--- src/hdl/gdpt_pkg.sv ---
`default_nettype none

package gdpt_pkg;

	// Door state, one-hot inside the block.
	typedef enum logic [4:0] {
		DOOR_CLOSED  = 5'b00001,
		DOOR_CLOSING = 5'b00010,
		DOOR_OPEN    = 5'b00100,
		DOOR_OPENING = 5'b01000,
		DOOR_STUCK   = 5'b10000
	} door_state_t;

	// Door codes as they appear on the result channel.
	localparam logic [2:0] DOOR_CODE_CLOSED  = 3'd0;
	localparam logic [2:0] DOOR_CODE_CLOSING = 3'd1;
	localparam logic [2:0] DOOR_CODE_OPEN    = 3'd2;
	localparam logic [2:0] DOOR_CODE_OPENING = 3'd3;
	localparam logic [2:0] DOOR_CODE_STUCK   = 3'd4;

	// Command codes; the remaining codes act as no command.
	localparam logic [2:0] CMD_NONE     = 3'd0;
	localparam logic [2:0] CMD_OPEN     = 3'd1;
	localparam logic [2:0] CMD_CLOSE    = 3'd2;
	localparam logic [2:0] CMD_STOP     = 3'd3;
	localparam logic [2:0] CMD_OVERRIDE = 3'd4;

	// Configuration register indexes.
	localparam logic [1:0] REG_BOUNCE_MS   = 2'd0;
	localparam logic [1:0] REG_MAX_MOVE_MS = 2'd1;
	localparam logic [1:0] REG_PULSE_MS    = 2'd2;

	localparam int unsigned CFG_WIDTH = 16;
	localparam int unsigned IDX_WIDTH = 2;
	localparam int unsigned SINCE_WIDTH = 17;

	localparam logic [CFG_WIDTH-1:0] BOUNCE_MS_RESET   = 16'd1000;
	localparam logic [CFG_WIDTH-1:0] MAX_MOVE_MS_RESET = 16'd30000;
	localparam logic [CFG_WIDTH-1:0] PULSE_MS_RESET    = 16'd500;

	localparam logic [SINCE_WIDTH-1:0] SINCE_MAX = 17'd131071;

	// Maps the internal door state onto its external code.
	function automatic logic [2:0] door_code(door_state_t s);
		logic [2:0] c;
		case (s)
			DOOR_CLOSED:  c = DOOR_CODE_CLOSED;
			DOOR_CLOSING: c = DOOR_CODE_CLOSING;
			DOOR_OPEN:    c = DOOR_CODE_OPEN;
			DOOR_OPENING: c = DOOR_CODE_OPENING;
			DOOR_STUCK:   c = DOOR_CODE_STUCK;
			default:      c = DOOR_CODE_CLOSED;
		endcase
		return c;
	endfunction

endpackage

`default_nettype wire

--- src/hdl/gdpt_if.sv ---
`default_nettype none

// Tick channel: one transaction per millisecond tick.
interface gdpt_tick_if;
	logic       valid;
	logic       ready;
	logic       closed_limit;
	logic       open_limit;
	logic [2:0] command;
	logic       armed;
	logic       anyone_home;

	modport source (output valid, closed_limit, open_limit, command, armed, anyone_home,
		input ready);
	modport sink (input valid, closed_limit, open_limit, command, armed, anyone_home,
		output ready);
endinterface

// Result channel: one transaction per accepted tick.
interface gdpt_result_if;
	logic       valid;
	logic       ready;
	logic       relay;
	logic [2:0] door;
	logic       state_changed;
	logic       stuck_alarm;
	logic       locked;
	logic       lock_changed;
	logic       open_refused;

	modport source (output valid, relay, door, state_changed, stuck_alarm, locked,
		lock_changed, open_refused, input ready);
	modport sink (input valid, relay, door, state_changed, stuck_alarm, locked,
		lock_changed, open_refused, output ready);
endinterface

`default_nettype wire

--- src/hdl/garage_door_position_tracker_top.sv ---
// Garage door position tracker.
// The ticks channel carries one transaction per millisecond: the two
// active-low limit sensors, a door command and the armed and presence levels.
// Each accepted tick yields exactly one transaction on the results channel
// with the relay level, door state, change and alarm flags and lock state.
// The tick is evaluated against the tracker state in the cycle it is
// accepted; the result is registered and offered in the next cycle.
// A new tick is taken every cycle while the receiver takes each result, so
// throughput is one tick per clock, set by the single result register.
// When the receiver stalls, the result register holds its transaction and
// ticks are refused until it is taken; a result taken in the same cycle
// lets the next tick in without a bubble.
// The configuration port writes bounce_ms, max_move_ms and pulse_ms by
// index; the user must write it only while no tick is in flight, which the block does not enforce.
// Reset (arst_n low) sets the door to closed, the settle counter and relay
// pulse to zero, the lock to locked, the registers to their defaults
// (1000, 30000 and 500 ticks) and empties the result register.
`default_nettype none

module garage_door_position_tracker_top (
	input  wire logic                             clk,
	input  wire logic                             arst_n,
	gdpt_tick_if.sink                             ticks,
	gdpt_result_if.source                         results,
	input  wire logic                             wr_en,
	input  wire logic [gdpt_pkg::IDX_WIDTH-1:0]   wr_index,
	input  wire logic [gdpt_pkg::CFG_WIDTH-1:0]   wr_data
);

	localparam int unsigned SW = gdpt_pkg::SINCE_WIDTH;
	localparam int unsigned CW = gdpt_pkg::CFG_WIDTH;

	logic [CW-1:0] bounce_ms_q;
	logic [CW-1:0] max_move_ms_q;
	logic [CW-1:0] pulse_ms_q;

	gdpt_pkg::door_state_t door_q;
	logic [SW-1:0]         since_q;
	logic                  lock_q;
	logic [CW-1:0]         pulse_q;

	logic                  out_valid_q;
	logic                  relay_q;
	logic [2:0]            door_out_q;
	logic                  state_changed_q;
	logic                  stuck_alarm_q;
	logic                  locked_q;
	logic                  lock_changed_q;
	logic                  open_refused_q;

	logic                  accept;
	logic [SW-1:0]         since_inc;
	gdpt_pkg::door_state_t target;
	gdpt_pkg::door_state_t door_a;
	logic [SW-1:0]         since_a;
	logic                  stuck;
	gdpt_pkg::door_state_t door_n;
	logic                  lock_n;
	logic [CW-1:0]         pulse_dec;
	logic                  cmd_take;
	logic                  refused;
	logic [CW-1:0]         pulse_n;

	// A tick enters when the result register is empty or being drained.
	assign ticks.ready = !out_valid_q || results.ready;
	assign accept      = ticks.valid && ticks.ready;

	// Configuration registers.
	always_ff @(posedge clk or negedge arst_n) begin
		if (!arst_n) begin
			bounce_ms_q   <= gdpt_pkg::BOUNCE_MS_RESET;
			max_move_ms_q <= gdpt_pkg::MAX_MOVE_MS_RESET;
			pulse_ms_q    <= gdpt_pkg::PULSE_MS_RESET;
		end else if (wr_en) begin
			case (wr_index)
				gdpt_pkg::REG_BOUNCE_MS:   bounce_ms_q   <= wr_data;
				gdpt_pkg::REG_MAX_MOVE_MS: max_move_ms_q <= wr_data;
				gdpt_pkg::REG_PULSE_MS:    pulse_ms_q    <= wr_data;
				default: ;
			endcase
		end
	end

	// Settle counter advances by one and saturates.
	assign since_inc = (since_q != gdpt_pkg::SINCE_MAX) ? since_q + 1'b1 : since_q;

	// Sensor rule: where the limit sensors say the door should be.
	always_comb begin
		target = door_q;
		if (door_q != gdpt_pkg::DOOR_OPENING && !ticks.closed_limit
				&& ticks.open_limit) begin
			target = gdpt_pkg::DOOR_CLOSED;
		end else if (door_q != gdpt_pkg::DOOR_CLOSING && ticks.closed_limit
				&& !ticks.open_limit) begin
			target = gdpt_pkg::DOOR_OPEN;
		end else if (door_q != gdpt_pkg::DOOR_STUCK && ticks.closed_limit
				&& ticks.open_limit) begin
			if (door_q == gdpt_pkg::DOOR_OPEN) begin
				target = gdpt_pkg::DOOR_CLOSING;
			end else if (door_q == gdpt_pkg::DOOR_CLOSED) begin
				target = gdpt_pkg::DOOR_OPENING;
			end
		end
	end

	// Accept the sensor change once the bounce time has passed, then check
	// whether a move has run too long.
	always_comb begin
		if (target != door_q && since_inc > {1'b0, bounce_ms_q}) begin
			door_a  = target;
			since_a = '0;
		end else begin
			door_a  = door_q;
			since_a = since_inc;
		end
		stuck  = (door_a == gdpt_pkg::DOOR_CLOSING || door_a == gdpt_pkg::DOOR_OPENING)
			&& since_a > {1'b0, max_move_ms_q};
		door_n = stuck ? gdpt_pkg::DOOR_STUCK : door_a;
	end

	// Lock follows armed or nobody home.
	assign lock_n = ticks.armed || !ticks.anyone_home;

	// Relay pulse counts down; the command is judged on the updated state.
	assign pulse_dec = (pulse_q != '0) ? pulse_q - 1'b1 : pulse_q;

	always_comb begin
		cmd_take = 1'b0;
		refused  = 1'b0;
		case (ticks.command)
			gdpt_pkg::CMD_OPEN: begin
				if (door_n != gdpt_pkg::DOOR_OPEN) begin
					if (lock_n) begin
						refused = 1'b1;
					end else begin
						cmd_take = 1'b1;
					end
				end
			end
			gdpt_pkg::CMD_CLOSE: cmd_take = (door_n != gdpt_pkg::DOOR_CLOSED);
			gdpt_pkg::CMD_STOP: begin
				cmd_take = (door_n == gdpt_pkg::DOOR_OPENING)
					|| (door_n == gdpt_pkg::DOOR_CLOSING);
			end
			gdpt_pkg::CMD_OVERRIDE: cmd_take = 1'b1;
			default: cmd_take = 1'b0;
		endcase
	end

	assign pulse_n = cmd_take ? pulse_ms_q : pulse_dec;

	// Tracker state.
	always_ff @(posedge clk or negedge arst_n) begin
		if (!arst_n) begin
			door_q  <= gdpt_pkg::DOOR_CLOSED;
			since_q <= '0;
			lock_q  <= 1'b1;
			pulse_q <= '0;
		end else if (accept) begin
			door_q  <= door_n;
			since_q <= since_a;
			lock_q  <= lock_n;
			pulse_q <= pulse_n;
		end
	end

	// Result register valid flag.
	always_ff @(posedge clk or negedge arst_n) begin
		if (!arst_n) begin
			out_valid_q <= 1'b0;
		end else if (accept) begin
			out_valid_q <= 1'b1;
		end else if (results.ready) begin
			out_valid_q <= 1'b0;
		end
	end

	// Result payload.
	always_ff @(posedge clk) begin
		if (accept) begin
			relay_q         <= (pulse_n != '0);
			door_out_q      <= gdpt_pkg::door_code(door_n);
			state_changed_q <= (door_n != door_q);
			stuck_alarm_q   <= stuck;
			locked_q        <= lock_n;
			lock_changed_q  <= (lock_n != lock_q);
			open_refused_q  <= refused;
		end
	end

	assign results.valid         = out_valid_q;
	assign results.relay         = relay_q;
	assign results.door          = door_out_q;
	assign results.state_changed = state_changed_q;
	assign results.stuck_alarm   = stuck_alarm_q;
	assign results.locked        = locked_q;
	assign results.lock_changed  = lock_changed_q;
	assign results.open_refused  = open_refused_q;

endmodule

`default_nettype wire

--- src/flat_wrapper.sv ---
// flat-port wrapper written by rule: the top's interface ports become plain ports
module garage_door_position_tracker_top_flat 
  (clk, arst_n, wr_en, wr_index, wr_data, ticks_valid, ticks_closed_limit, ticks_open_limit, ticks_command, ticks_armed, ticks_anyone_home, ticks_ready, results_valid, results_relay, results_door, results_state_changed, results_stuck_alarm, results_locked, results_lock_changed, results_open_refused, results_ready);
  gdpt_tick_if ticks_i ();
  gdpt_result_if results_i ();
  input  wire logic clk;
  input  wire logic arst_n;
  input  wire logic wr_en;
  input  wire logic [gdpt_pkg::IDX_WIDTH-1:0] wr_index;
  input  wire logic [gdpt_pkg::CFG_WIDTH-1:0] wr_data;
  input wire logic [$bits(ticks_i.valid)-1:0] ticks_valid;
  input wire logic [$bits(ticks_i.closed_limit)-1:0] ticks_closed_limit;
  input wire logic [$bits(ticks_i.open_limit)-1:0] ticks_open_limit;
  input wire logic [$bits(ticks_i.command)-1:0] ticks_command;
  input wire logic [$bits(ticks_i.armed)-1:0] ticks_armed;
  input wire logic [$bits(ticks_i.anyone_home)-1:0] ticks_anyone_home;
  output wire logic [$bits(ticks_i.ready)-1:0] ticks_ready;
  output wire logic [$bits(results_i.valid)-1:0] results_valid;
  output wire logic [$bits(results_i.relay)-1:0] results_relay;
  output wire logic [$bits(results_i.door)-1:0] results_door;
  output wire logic [$bits(results_i.state_changed)-1:0] results_state_changed;
  output wire logic [$bits(results_i.stuck_alarm)-1:0] results_stuck_alarm;
  output wire logic [$bits(results_i.locked)-1:0] results_locked;
  output wire logic [$bits(results_i.lock_changed)-1:0] results_lock_changed;
  output wire logic [$bits(results_i.open_refused)-1:0] results_open_refused;
  input wire logic [$bits(results_i.ready)-1:0] results_ready;
  assign ticks_i.valid = ticks_valid;
  assign ticks_i.closed_limit = ticks_closed_limit;
  assign ticks_i.open_limit = ticks_open_limit;
  assign ticks_i.command = ticks_command;
  assign ticks_i.armed = ticks_armed;
  assign ticks_i.anyone_home = ticks_anyone_home;
  assign ticks_ready = ticks_i.ready;
  assign results_valid = results_i.valid;
  assign results_relay = results_i.relay;
  assign results_door = results_i.door;
  assign results_state_changed = results_i.state_changed;
  assign results_stuck_alarm = results_i.stuck_alarm;
  assign results_locked = results_i.locked;
  assign results_lock_changed = results_i.lock_changed;
  assign results_open_refused = results_i.open_refused;
  assign results_i.ready = results_ready;
  garage_door_position_tracker_top u_core (.clk(clk), .arst_n(arst_n), .ticks(ticks_i), .results(results_i), .wr_en(wr_en), .wr_index(wr_index), .wr_data(wr_data));
endmodule
--- config.mk ---
export PLATFORM = sky130hd
export DESIGN_NAME = garage_door_position_tracker_top_flat
export DESIGN_NICKNAME = d
export VERILOG_FILES = /design/src/hdl/gdpt_pkg.sv /design/src/hdl/gdpt_if.sv /design/src/hdl/garage_door_position_tracker_top.sv /design/src/flat_wrapper.sv
export SDC_FILE = /design/constraint.sdc
export NUM_CORES = 1
export LEC_CHECK = 0
export BUFFER_PORTS_ARGS = -buffer_cell sky130_fd_sc_hd__buf_2
export CAP_MARGIN = 15
export CORE_MARGIN = 10
export CORE_UTILIZATION = 35
export CTS_BUF_LIST = sky130_fd_sc_hd__clkbuf_4 sky130_fd_sc_hd__clkbuf_8
export CTS_CLUSTER_SIZE = 40
export DETAILED_ROUTE_END_ITERATION = 7
export PLACE_DENSITY = 0.61
export SLEW_MARGIN = 20
export SYNTH_ARGS = -nofsm -noshare
export SYNTH_HDL_FRONTEND = slang
export SYNTH_SLANG_ARGS = --single-unit
export TNS_END_PERCENT = 100
--- constraint.sdc ---
create_clock -name clk -period 13.06 [get_ports clk]
set_input_delay 0 -clock clk [delete_from_list [all_inputs] [get_ports clk]]
set_output_delay 0 -clock clk [all_outputs]
set_load 0.02 [all_outputs]
==> results of run 1 <==
## logic make-up (layout without fill, tap and decap cells)
family / count (synthesis) / count (layout) / synth area share (%)
AND/OR/NAND/NOR: 242 / 242 / 20.4
XOR/XNOR: 22 / 22 / 3.14
buffers and inverters: 84 / 134 / 5.79
adder cells (fa/ha/maj): 35 / 35 / 7.14
flip-flops: 97 / 97 / 40.7
multiplexers: 40 / 40 / 7.28
AO/OA/AOI/OAI: 135 / 135 / 15.5
## cells in the mapped netlist, types with 3 or more instances
library cell / count / area (um^2)
sky130_fd_sc_hd__and3_1: 8 / 50.1
sky130_fd_sc_hd__xnor2_1: 12 / 105
sky130_fd_sc_hd__nand4_1: 16 / 100
sky130_fd_sc_hd__nand2_1: 65 / 244
sky130_fd_sc_hd__or3_1: 10 / 62.6
sky130_fd_sc_hd__a21boi_0: 5 / 37.5
sky130_fd_sc_hd__o211ai_1: 3 / 22.5
sky130_fd_sc_hd__nor4_1: 10 / 62.6
sky130_fd_sc_hd__nor2_1: 38 / 143
sky130_fd_sc_hd__o21ai_1: 3 / 15.0
sky130_fd_sc_hd__mux2i_1: 3 / 30.0
sky130_fd_sc_hd__nor2b_1: 6 / 37.5
sky130_fd_sc_hd__xor2_1: 10 / 87.6
sky130_fd_sc_hd__inv_1: 52 / 195
sky130_fd_sc_hd__nor3_1: 21 / 105
sky130_fd_sc_hd__o22ai_1: 4 / 25.0
sky130_fd_sc_hd__edfxtp_1: 9 / 270
sky130_fd_sc_hd__nand3_1: 32 / 160
sky130_fd_sc_hd__a31oi_1: 7 / 43.8
sky130_fd_sc_hd__o31ai_1: 12 / 90.1
sky130_fd_sc_hd__a21oi_1: 19 / 95.1
sky130_fd_sc_hd__a21o_1: 7 / 52.6
sky130_fd_sc_hd__o21ai_0: 37 / 185
sky130_fd_sc_hd__buf_1: 3 / 11.3
sky130_fd_sc_hd__dfrtp_1: 67 / 1680
sky130_fd_sc_hd__a41oi_1: 3 / 26.3
sky130_fd_sc_hd__ha_1: 35 / 438
sky130_fd_sc_hd__clkbuf_1: 17 / 63.8
sky130_fd_sc_hd__mux2_2: 37 / 417
sky130_fd_sc_hd__a22oi_1: 9 / 67.6
sky130_fd_sc_hd__buf_2: 8 / 40.0
sky130_fd_sc_hd__nand2b_1: 6 / 37.5
sky130_fd_sc_hd__nand3b_1: 5 / 37.5
sky130_fd_sc_hd__nor3b_1: 7 / 52.6
sky130_fd_sc_hd__or4_1: 6 / 45.0
sky130_fd_sc_hd__dfstp_2: 21 / 552
## final cells by class
cell class	instances	area, um^2	area share [%]
multi-input combinational	474	3300	47.4
clock buffer	10	131	1.89
tap	225	282	4.04
inverter	52	195	2.80
clock inverter	6	106	1.53
sequential	97	2500	35.9
timing repair buffer	66	450	6.47
## power by group
group / switching, mW / leakage [nW] / internal (mW) / total, mW
Clock: 0.109 / 0.117 / 0.128 / 0.237
Sequential: 0.0801 / 1.12 / 0.381 / 0.462
Combinational: 0.228 / 1.76 / 0.169 / 0.397
## worst max path at each step
stage / slack, ns / end / startpoint / cells past startpoint
floorplan: 7.75 / u_core.pulse_q[12] / u_core.since_q[10] / 28
global route: 6.02 / u_core.pulse_q[11] / u_core.since_q[10] / 28
finish: 6.67 / u_core.pulse_q[11] / u_core.since_q[0] / 28
CTS: 6.40 / u_core.pulse_q[11] / u_core.since_q[0] / 28
detailed placement: 6.43 / u_core.pulse_q[11] / u_core.since_q[0] / 28
global placement: 6.64 / u_core.pulse_q[11] / u_core.since_q[10] / 28
## what timing repair did
| item | in CTS | in global routing |
|---|---|---|
| hold buffers | 21 | 0 |
| setup buffers | 0 | 0 |
| endpoints found under the hold margin | 74 | 0 |
## worst max-delay path: cells and delay by family (launching register included)
family / cells / cell delay, ns
AOI/OAI and AO/OA: 11 / 2.32
and+or+nand+nor: 12 / 2.26
xor gates and xnor gates: 1 / 0.09
adders and majority gates: 3 / 0.84
buffers and inverters: 1 / 0.31
DFF: 1 / 0.44
## layer usage
layer / share of wire (%) / wire (um)
met1: 50 / 7540
met2: 45 / 6660
met3: 3.8 / 565
met4: 1.3 / 191
met5: 0 / 0
## state kept, by name, summed over array words and instances (netlist names), 3 cells and up
name and count:
u_core.max_move_ms_q 16, u_core.since_q 17, u_core.pulse_q 16, u_core.door_q 5
u_core.results.door 3, u_core.bounce_ms_q 16, u_core.pulse_ms_q 16
## metrics by stage
| stage | power [mW] | cell area, um^2 |
|---|---|---|
| 6_report | 1.10 | 6960 |
| 3_3_place_gp | 0.853 | 6500 |
| 2_1_floorplan | 0.754 | 6140 |
| 3_5_place_dp | 0.856 | 6500 |
| 5_1_grt | 1.18 | 6960 |
| 4_1_cts | 1.10 | 6950 |
==> summary by stage, run 1 <==
Clock network
After clock tree synthesis, the clock-pin slew on the worst setup and hold paths is roughly 0.09 ns. No sink is reached through more buffers than the 2 on the longest clock path. In this run, post-CTS repair resized a total of 0 instances. For this design, the sink count on the clock tree is 97.

CTS built an H-tree with a depth of 3. The CTS tree is built. The CTS buffer count is 9.

The tree is rooted in a sky130_fd_sc_hd__clkbuf_8. The clock latency on the worst-skew pair is 0.39 ns.

Worst hold path
The path class of the tightest hold or removal check is in2async.

Cells and area
In the layout the commonest cells are 67 x sky130_fd_sc_hd__dfrtp_1, 64 x sky130_fd_sc_hd__nand2_1, 52 x sky130_fd_sc_hd__inv_1. Relative to the synthesized area, the layout overhead comes to 13.4%. The non-filler instance count after layout is 930.

The leading cell type in the layout, fill and taps excluded is sky130_fd_sc_hd__dfrtp_1. The fraction of final layout cells with drive strength greater than 1 is between 10% and 20%. The share of the core filled with cells is 40.4%.

The number of fillers in the final layout is 1,694. The total inserted antenna cells is 0. In the final design database the tool counted 765 nets.

Yosys
The number of warnings reported in the yosys synthesis log is 0. Synthesis instantiated just under 70 different standard cells from the library. Counting flops with an async set or reset pin after synthesis yields a share of ~90%. The synthesized area is about 0.006 mm^2.

The post-synthesis register bit count is 97. In this run, synthesis inferred 9 flip-flops with an integrated enable. The number of nets produced by synthesis is 720. The sequential element share of the synthesized area is between 40% and 50%.

The average instance area after synthesis is approximately 9.4 um^2. The most used flip-flop cell after synthesis is sky130_fd_sc_hd__dfrtp_1. Synthesis produced a netlist whose cell count is ~660.

Floorplan
The die is between 150 and 200 um tall. In this run the count of I/O pins placed on the die edge is 41. The width of the die is between 150 and 200 um. Once the floorplan was initialized, standard cells occupied between 30% and 40% of the core. The total core area is 0.0172 mm^2.

The die footprint is approximately 0.023 mm^2. The standard-cell row count is 48.

STA
Setup violations remaining at the end of the flow were counted as 0. In the final timing run, aggregate negative setup slack is 0 ns. At the pin with the least slew margin, the transition time is ~0.94 ns. The achievable clock frequency is around 160 MHz. The worst path meets setup with 6.67 ns of slack. The hold violation total from the final report is 0.

In this run the tightest slew margin relative to its limit is between 30% and 40%. The share of the clock period used by the worst path is 48.9%. The worst path in the final design needs a cycle of 6.39 ns, including I/O delays and setup. The worst hold slack is around 0.036 ns.

The max-slew violation count came to 0. Setup repair after global routing left no endpoint under its margin. The largest clock skew in the final design is 0.00806 ns.

Global routing
Global routing finished with a remaining overflow of 0. For this run, global-route usage on met2 was measured as between 15 and 20%. The met3 track utilization from global routing is between 2 and 3%. The via count of the first global-routing pass is 4,741. The met1 demand-to-capacity share in global routing is 18.1%. The largest net degree at the start of global routing is ~70. Global routing used between 10% and 20% of the available tracks. The initial antenna violation count is 0. The first global-routing pass estimated between 20,000 and 30,000 um of wire. The global-route layer with the greatest usage is met2.

Setup path
STA classifies the critical path endpoint as a register. The element type at the critical path start is a register. The startpoint of the worst register-to-register path is u_core.since_q[0]. The maximum fanout along the worst path is 23. Data on the critical path is required at its endpoint by 13.34 ns.

The kind of critical path is reg2reg. The data arrival time of the critical path is 6.67 ns. The highest cell delay on the worst timing path is about 0.55 ns. The cell with the most instances on the worst path is sky130_fd_sc_hd__nor2_1. Counting cells, the worst reg-to-reg path comes to 28.

The slowest cell on the critical path is sky130_fd_sc_hd__a21oi_4. The worst register-to-register path has a setup slack of roughly 6.7 ns. In this run the critical register-to-register path is captured at u_core.pulse_q[11].

Run
The count of max-cap constraint violations is 0.

Drt
The via density per instance is ~5.3. The detailed router finished its first iteration with around 220 violations. After detailed routing, the average wire length per cell comes to 16.1 um. Wires add up to about 15,000 um.

The first-pass detailed-route iteration total is 4. The detail route stage leaves a number of antenna-violating nets equal to 0. After detailed routing, the number of remaining DRC violations is 0. The routed layout has 4,900 vias.

Place
The quantity of I/O buffers inserted on ports is 40. Counting tap cells, the placed design contains a total of roughly 890 instances. The HPWL after detailed placement is roughly 11,000 um. Timing analysis after detailed placement gives a worst setup slack of around 6.4 ns. The last weighted congestion value of the routability-driven placer is about 0.84.

Pwr
In this run the power density over the cells is 157 mW/mm^2. The leakage power total is roughly 3.0 nW. The worst-case IR drop observed on VDD is 59.9 uV.

Run status
The flow ran to the end, and the final reports show no timing, DRC or antenna violations.
No activity file was read; power rests on OpenSTA's default activity.
==> run 2: changes to the inputs <==
Clock period 13.06 ns to 6.6 ns, I/O delays scaled along.
==> summary by stage, run 2 (synthesis gave the netlist of run 1 again) <==
Cells and area
The net count reported at finish is slightly below 800. The relative area change from synthesis to final layout is 12.9%. The register with the most flip-flops in the final layout is u_core.since_q. The flip-flop count of the largest register after layout is 17. The top cell types in the final layout, fill and taps aside, are 67 x sky130_fd_sc_hd__dfrtp_1, 64 x sky130_fd_sc_hd__nand2_1, 52 x sky130_fd_sc_hd__inv_1. The fraction of final layout cells with drive strength greater than 1 is approximately a fifth. The repair_antennas step left the layout with diodes totalling 0.

The layout has ~1.7k filler cells. The library cell used most frequently in the layout, excluding fill and tap cells, is sky130_fd_sc_hd__dfrtp_1.

Place
The congestion estimate from routability-driven global placement came to roughly 0.83. Before CTS, the worst setup slack after placement is approximately 0.45 ns. In this run the tool buffered the top-level ports with 40 buffer cells. Detailed placement ended at an HPWL of 10,900 um.

Global routing
The initial antenna violation count is 0. For this run, the total global-route usage over all layers was measured as 13.2%. The first global-routing pass estimated about 26,000 um of wire. The via count of the first global-routing pass is between 4k and 5k.

The largest net degree at the start of global routing is 73. For this run the aggregate overflow at the end of global routing stands at 0.

Drt
The number of violations reported at the end of detailed-routing iteration 0 is around 320. The pre-antenna-repair detailed-routing pass consisted of 5 iterations. The detail route stage leaves a number of antenna-violating nets equal to 0.

The post-detailed-routing wire length is 15,100 um. The detailed-route DRC error count is 0. The total via count after detailed routing is between 4k and 5k. After detailed routing, the average wire length per cell comes to around 16 um. Using the TritonRoute via totals, the vias-per-cell ratio works out to 5.27.

Floorplan
The floorplan has between 40 and 50 rows. The initial core utilization is roughly 36%. From left edge to right edge, the die measures between 150 and 200 um. The vertical die dimension is ~150 um. The die footprint is approximately 0.023 mm^2. 41 I/O pins were placed.

The total core area is approximately 0.017 mm^2.

Setup path
The sort of element at the end of the critical path is a register. The required time at the worst-slack endpoint is about 6.9 ns. The data arrival time of the critical path is 6.24 ns. The worst setup path is launched from a register. The critical path is of the reg2reg type. In this run the worst path has a maximum fanout of 24.

Clock network
In this run the post-CTS setup repair buffer count came out at 0. Counting along the longest clock path gives a buffer depth of 2. The post-CTS clock slew at the launch and capture registers of the worst setup and hold paths is roughly 0.1 ns. The CTS buffer count is 9.

The H-tree was split into 3 levels. The clock root buffer is sky130_fd_sc_hd__clkbuf_8. The CTS tree is built. The later pin in the worst-skew pair is clocked with a latency of slightly below 0.4 ns. CTS saw between 90 and 100 sinks.

STA
The hold violation total from the final report is 0. The setup slack after layout is about 0.64 ns. The measured slew at the worst slew-check pin is approximately 0.92 ns.

The total negative setup slack is 0 ns. Setup repair after global routing left no endpoint under its margin. The max-slew violation count is 0.

The final critical delay including setup and external delays is around 6 ns. Headroom to the max-slew limit came out at between 30% and 40%. Clock skew on the completed layout was measured at between 0.015 and 0.02 ns. The achievable clock frequency is roughly 170 MHz.

The worst path uses between 90 and 100% of the clock period. Setup violations remaining at the end of the flow were counted as 0.

Pwr
The analysis attributes to cell leakage a power of between 2 and 3 nW. The ratio of total power to cell area is slightly below 300 mW/mm^2. The largest voltage drop on the vdd net is roughly 110 uV.

Run
The tool flagged a number of max-cap violations equal to 0.

Run status
The flow ran to the end, and the final reports show no timing, DRC or antenna violations.

Worst hold path
The min-delay analysis places its worst path in the category in2reg.
run 2: changes by cell type in the layout (fill, tap and decap cells not counted), moves of 2 or more:
cell                            before  now
sky130_fd_sc_hd__clkinv_1            1    3
sky130_fd_sc_hd__buf_4               6    8
sky130_fd_sc_hd__dlygate4sd3_1      21   23
sky130_fd_sc_hd__bufinv_16           3    0
run 2: critical path, cell delays in order, from the launching register on:
cell                       delay, ns
sky130_fd_sc_hd__dfrtp_1        0.44
sky130_fd_sc_hd__ha_1           0.25
sky130_fd_sc_hd__nand2_1        0.11
sky130_fd_sc_hd__nor4_1         0.06
sky130_fd_sc_hd__nand2_1        0.19
sky130_fd_sc_hd__nand3_1        0.12
sky130_fd_sc_hd__nor2_2         0.24
sky130_fd_sc_hd__nand3_1        0.13
sky130_fd_sc_hd__nor2_1         0.13
sky130_fd_sc_hd__xor2_1         0.19
sky130_fd_sc_hd__ha_1           0.26
sky130_fd_sc_hd__nand3_1        0.15
sky130_fd_sc_hd__nor2_1         0.11
sky130_fd_sc_hd__a311oi_2       0.26
sky130_fd_sc_hd__nand4_2        0.23
sky130_fd_sc_hd__and3_2         0.40
sky130_fd_sc_hd__nor2b_1        0.25
sky130_fd_sc_hd__ha_1           0.28
sky130_fd_sc_hd__a21o_1         0.16
sky130_fd_sc_hd__a21o_1         0.16
sky130_fd_sc_hd__a21oi_1        0.15
sky130_fd_sc_hd__o211ai_1       0.10
sky130_fd_sc_hd__a21oi_1        0.16
sky130_fd_sc_hd__o22ai_1        0.16
sky130_fd_sc_hd__o31ai_4        0.36
sky130_fd_sc_hd__a21o_4         0.33
sky130_fd_sc_hd__o21ai_2        0.09
sky130_fd_sc_hd__a221o_1        0.35
run 2: where the power goes:
| group | total, mW | switching [mW] | internal, mW |
|---|---|---|---|
| Clock | 0.354 | 0.216 | 0.138 |
| Combinational | 0.788 | 0.450 | 0.338 |
| Sequential | 0.914 | 0.159 | 0.755 |
| Total | 2.06 | 0.825 | 1.23 |
run 2: final timing paths:
kind	startpoint	endpoint	slack (ns)	cells after the start
setup / recovery	u_core.since_q[0]	u_core.pulse_q[12]	0.64	27
hold / removal	ticks_command[2]	u_core.results.open_refused	0.07	3
setup reg to reg	u_core.since_q[0]	u_core.pulse_q[12]	0.64	27
max in group asynchronous	arst_n	u_core.since_q[9]	4.88	4
min in group asynchronous	arst_n	u_core.door_q[3]	0.54	3
hold reg to reg	u_core.lock_q	u_core.lock_q	0.50	2
run 2: layer usage:
metal  wire length (um)  track usage, %  part of all wire [%]  up-vias
li1                   -               -                     -     2450
met1               7560            17.8                    50     2360
met2               6740            20.8                    45      102
met3                561            2.68                   3.7       13
met4                200            3.90                   1.3        0
met5                  0               0                     0        -
run 2: timing repair:
action,in CTS,in global routing
hold endpoints to repair,69,0
gates resized for setup,0,4
hold buffers,23,0
endpoints found under the setup margin,0,19
run 2: cell type report:
type                       count  area [um^2]  share of cell area [%]
multi-input combinational    474         3300                    47.7
sequential                    97         2500                    36.1
timing repair buffer          70          485                    7.01
tap                          225          282                    4.06
inverter                      52          195                    2.82
clock buffer                  10          131                    1.90
clock inverter                 6         35.0                   0.506
run 2: through the flow:
stage                     power, mW  instance area (um^2)  instances  utilization [%]  hold WS, ns
final                          2.06                  6930        934             40.2       0.0677
after global routing           2.23                  6930        934             40.2       0.0609
after CTS                      2.06                  6920        934             40.1       0.0425
after detailed placement       1.69                  6520        895             37.8       -0.119
after global placement         1.69                  6520        895             37.8       -0.122
after floorplan                1.49                  6140        655                -       -0.296
==> run 3: changes to the inputs <==
Settings changed: PLACE_DENSITY 0.61 to 0.63, RECOVER_POWER set to 50.
Clock period 6.6 ns to 5.29 ns, I/O delays scaled along.
==> summary by stage, run 3 (synthesis gave the netlist of run 1 again) <==
Drt
The routed length per instance is between 15 and 20 um. The first TritonRoute pass finished after 5 iterations. Using the TritonRoute via totals, the vias-per-cell ratio works out to around 5.3. The met1 layer wirelength in the final routing is roughly 8000 um. The highest metal layer with signal wires is met4.

The number of violations reported at the end of detailed-routing iteration 0 is roughly 260. The number of nets still failing antenna checks after routing is 0. The routed length on met3 is between 700 and 800 um.

The final layout contains routed wiring with a total length of roughly 17,000 um. The detailed-route DRC error count is 0. Detailed routing placed a total of 7920 um of wire on met2. The total via count after detailed routing is around 5.4k.

Place
The last weighted congestion value of the routability-driven placer is slightly above 0.8. Summed over all nets, the half-perimeter wirelength after detailed placement is 11,800 um. The quantity of I/O buffers inserted on ports is 40.

Pwr
IR analysis of the VDD net gives a maximum drop of about 180 uV. The ratio of total power to cell area is 375 mW/mm^2. The total power of the final layout is between 2 and 3 mW.

Summed over all cells, the static leakage comes to 3.48 nW.

Cells and area
The filler cells instantiated in the layout total between 1.5k and 2k. The register with the most flip-flops in the layout has 17 of them. The register ranked first by flip-flop count is u_core.since_q. The area growth from synthesis to layout is 29.7%. The library cell used most frequently in the layout, excluding fill and tap cells, is sky130_fd_sc_hd__buf_4.

The total inserted antenna cells is 0. After the last flow step, the layout net total stands at roughly 850. In the layout the commonest cells are 70 x sky130_fd_sc_hd__buf_4, 67 x sky130_fd_sc_hd__dfrtp_1, 60 x sky130_fd_sc_hd__nand2_1.

The fraction of final layout cells with drive strength greater than 1 is between 30% and 40%. In the final layout, the multi-input gates occupy between 0.003 and 0.004 mm^2. In the final layout, flip-flops and latches occupy approximately 0.0025 mm^2.

Clock network
The CTS buffer count is 9. The clock latency on the worst-skew pair is ~0.39 ns. The number of buffers on the longest clock path is 2. Counting every sink on the clock net gives 97. The root buffer cell chosen for the clock tree is sky130_fd_sc_hd__clkbuf_8.

TritonCTS built the clock tree. The number of levels the H-tree was split into is 3. Clock-pin slew was measured on the worst setup and hold paths at roughly 0.10 ns.

Setup path
The kind of critical path is reg2reg. On the worst path, the slowest cell contributes a delay of between 0.4 and 0.5 ns. The startpoint of the worst register-to-register path is u_core.since_q[11]. The path depth of the worst reg2reg path is 31. STA classifies the critical path startpoint as a register. The sort of element at the end of the critical path is a register.

The setup check on the worst reg-to-reg path leaves a slack of slightly above 0.02 ns. The slowest cell on the critical path is sky130_fd_sc_hd__or4_1. The most numerous cell type found on the critical path is sky130_fd_sc_hd__buf_6.

STA puts the critical path data arrival time at about 5.6 ns. The start point of the critical path is u_core.since_q[11]. The required time at the worst-slack endpoint is 5.62 ns.

Along the worst path, the maximum fanout reaches 8. The worst register-to-register path ends at u_core.pulse_q[5].

STA
The relative slew slack is -42.2%. The max-slew violation count is 38. For the final database, setup skew stands at approximately 0.014 ns. At the pin with the least slew margin, the transition time is about 2.1 ns. Timing would allow up to approximately 190 MHz. Setup repair after global routing could not meet its margin everywhere. The final critical delay including setup and external delays is between 5 and 6 ns. The share of the clock period used by the worst path is between 90 and 100%. The worst hold slack is 0.0667 ns. The hold violation total from the final report is 0. Setup violations remaining at the end of the flow were counted as 0.

Floorplan
41 I/O pins were placed. The die covers around 0.023 mm^2. The total core area is between 0.015 and 0.02 mm^2. Once the floorplan was initialized, standard cells occupied a little over a third of the core. The standard-cell row count is between 40 and 50.

The floorplan step set the die width to around 150 um. In this run the vertical extent of the chip is 152 um.

Run status
The checks that failed: max-capacitance violations, max-slew violations. The flow ran to the end, but the final reports show violations.

Global routing
The residual overflow from global routing is 0. The first global-routing pass estimated 26,500 um of wire. Entering global routing, the biggest net connects between 50 and 60 pins. The via count of the first global-routing pass is about 5.2k. The initial antenna violation count is 0. Across every metal layer, demand over resource in global routing totals between 10% and 20%.

Worst hold path
The worst-case hold path end point is u_core.results.open_refused. The startpoint identified for the worst hold timing path is ticks_command[2]. The tightest min-delay check is of the in2reg type.

The worst hold path passes through 3 cells.

Run
The count of max-cap constraint violations is 1.
[run 3: report_power, final]
part / switching, mW / internal (mW)
combinational: 0.754 / 0.668
clock: 0.276 / 0.178
sequential: 0.170 / 0.942
total: 1.20 / 1.79
[run 3: through the flow]
stage	util [%]	instance area, um^2	setup TNS, ns	std cells	worst slack, ns
after floorplan	-	6140	0	655	0.0265
after global placement	40.0	6900	-2.44	946	-0.191
after detailed placement	40.0	6900	-6.52	946	-0.357
after CTS	43.1	7420	0	989	0.0167
after global routing	46.2	7960	-3.11	1012	-0.235
final	46.2	7960	0	1012	0.0206
[run 3: cell type report]
class | instances | area share [%]
Multi-Input combinational cell | 475 | 46.6
Sequential cell | 97 | 31.4
Timing Repair Buffer | 147 | 13.8
Tap cell | 225 | 3.54
Inverter | 52 | 2.45
Clock buffer | 10 | 1.65
Clock inverter | 6 | 0.535
[run 3: repair_timing]
action | in CTS | in global routing
buffers inserted | 5 | 22
hold buffers | 21 | 0
endpoints found under the hold margin | 88 | 0
gates cloned | 1 | 1
endpoints found under the setup margin | 24 | 24
resized for setup | 29 | 80
pin swaps | 10 | 63
[run 3: worst max-delay path by stage]
stage | endpoint | cells after the start | slack (ns)
after floorplan | u_core.pulse_q[12] | 28 | 0.03
after CTS | u_core.pulse_q[9] | 29 | 0.02
final | u_core.pulse_q[5] | 31 | 0.02
after global placement | u_core.pulse_q[12] | 29 | -0.19
after global routing | u_core.pulse_q[5] | 31 | -0.24
after detailed placement | u_core.pulse_q[14] | 30 | -0.36
[run 3: critical path, delay by kind of cell, from the launching register on]
kind	cells	cell delay (ns)
AND/OR/NAND/NOR	17	2.70
adder cells (fa/ha/maj)	2	0.58
AO/OA/AOI/OAI	6	0.79
flip-flops	1	0.36
buffers and inverters	5	0.70
XOR/XNOR	1	0.08
[run 3: layer usage]
layer  track usage [%]  vias up
met2              21.5      116
met4              2.71        0
met1              18.3     2655
li1                  -     2612
met3              3.58       13
met5                 0        -
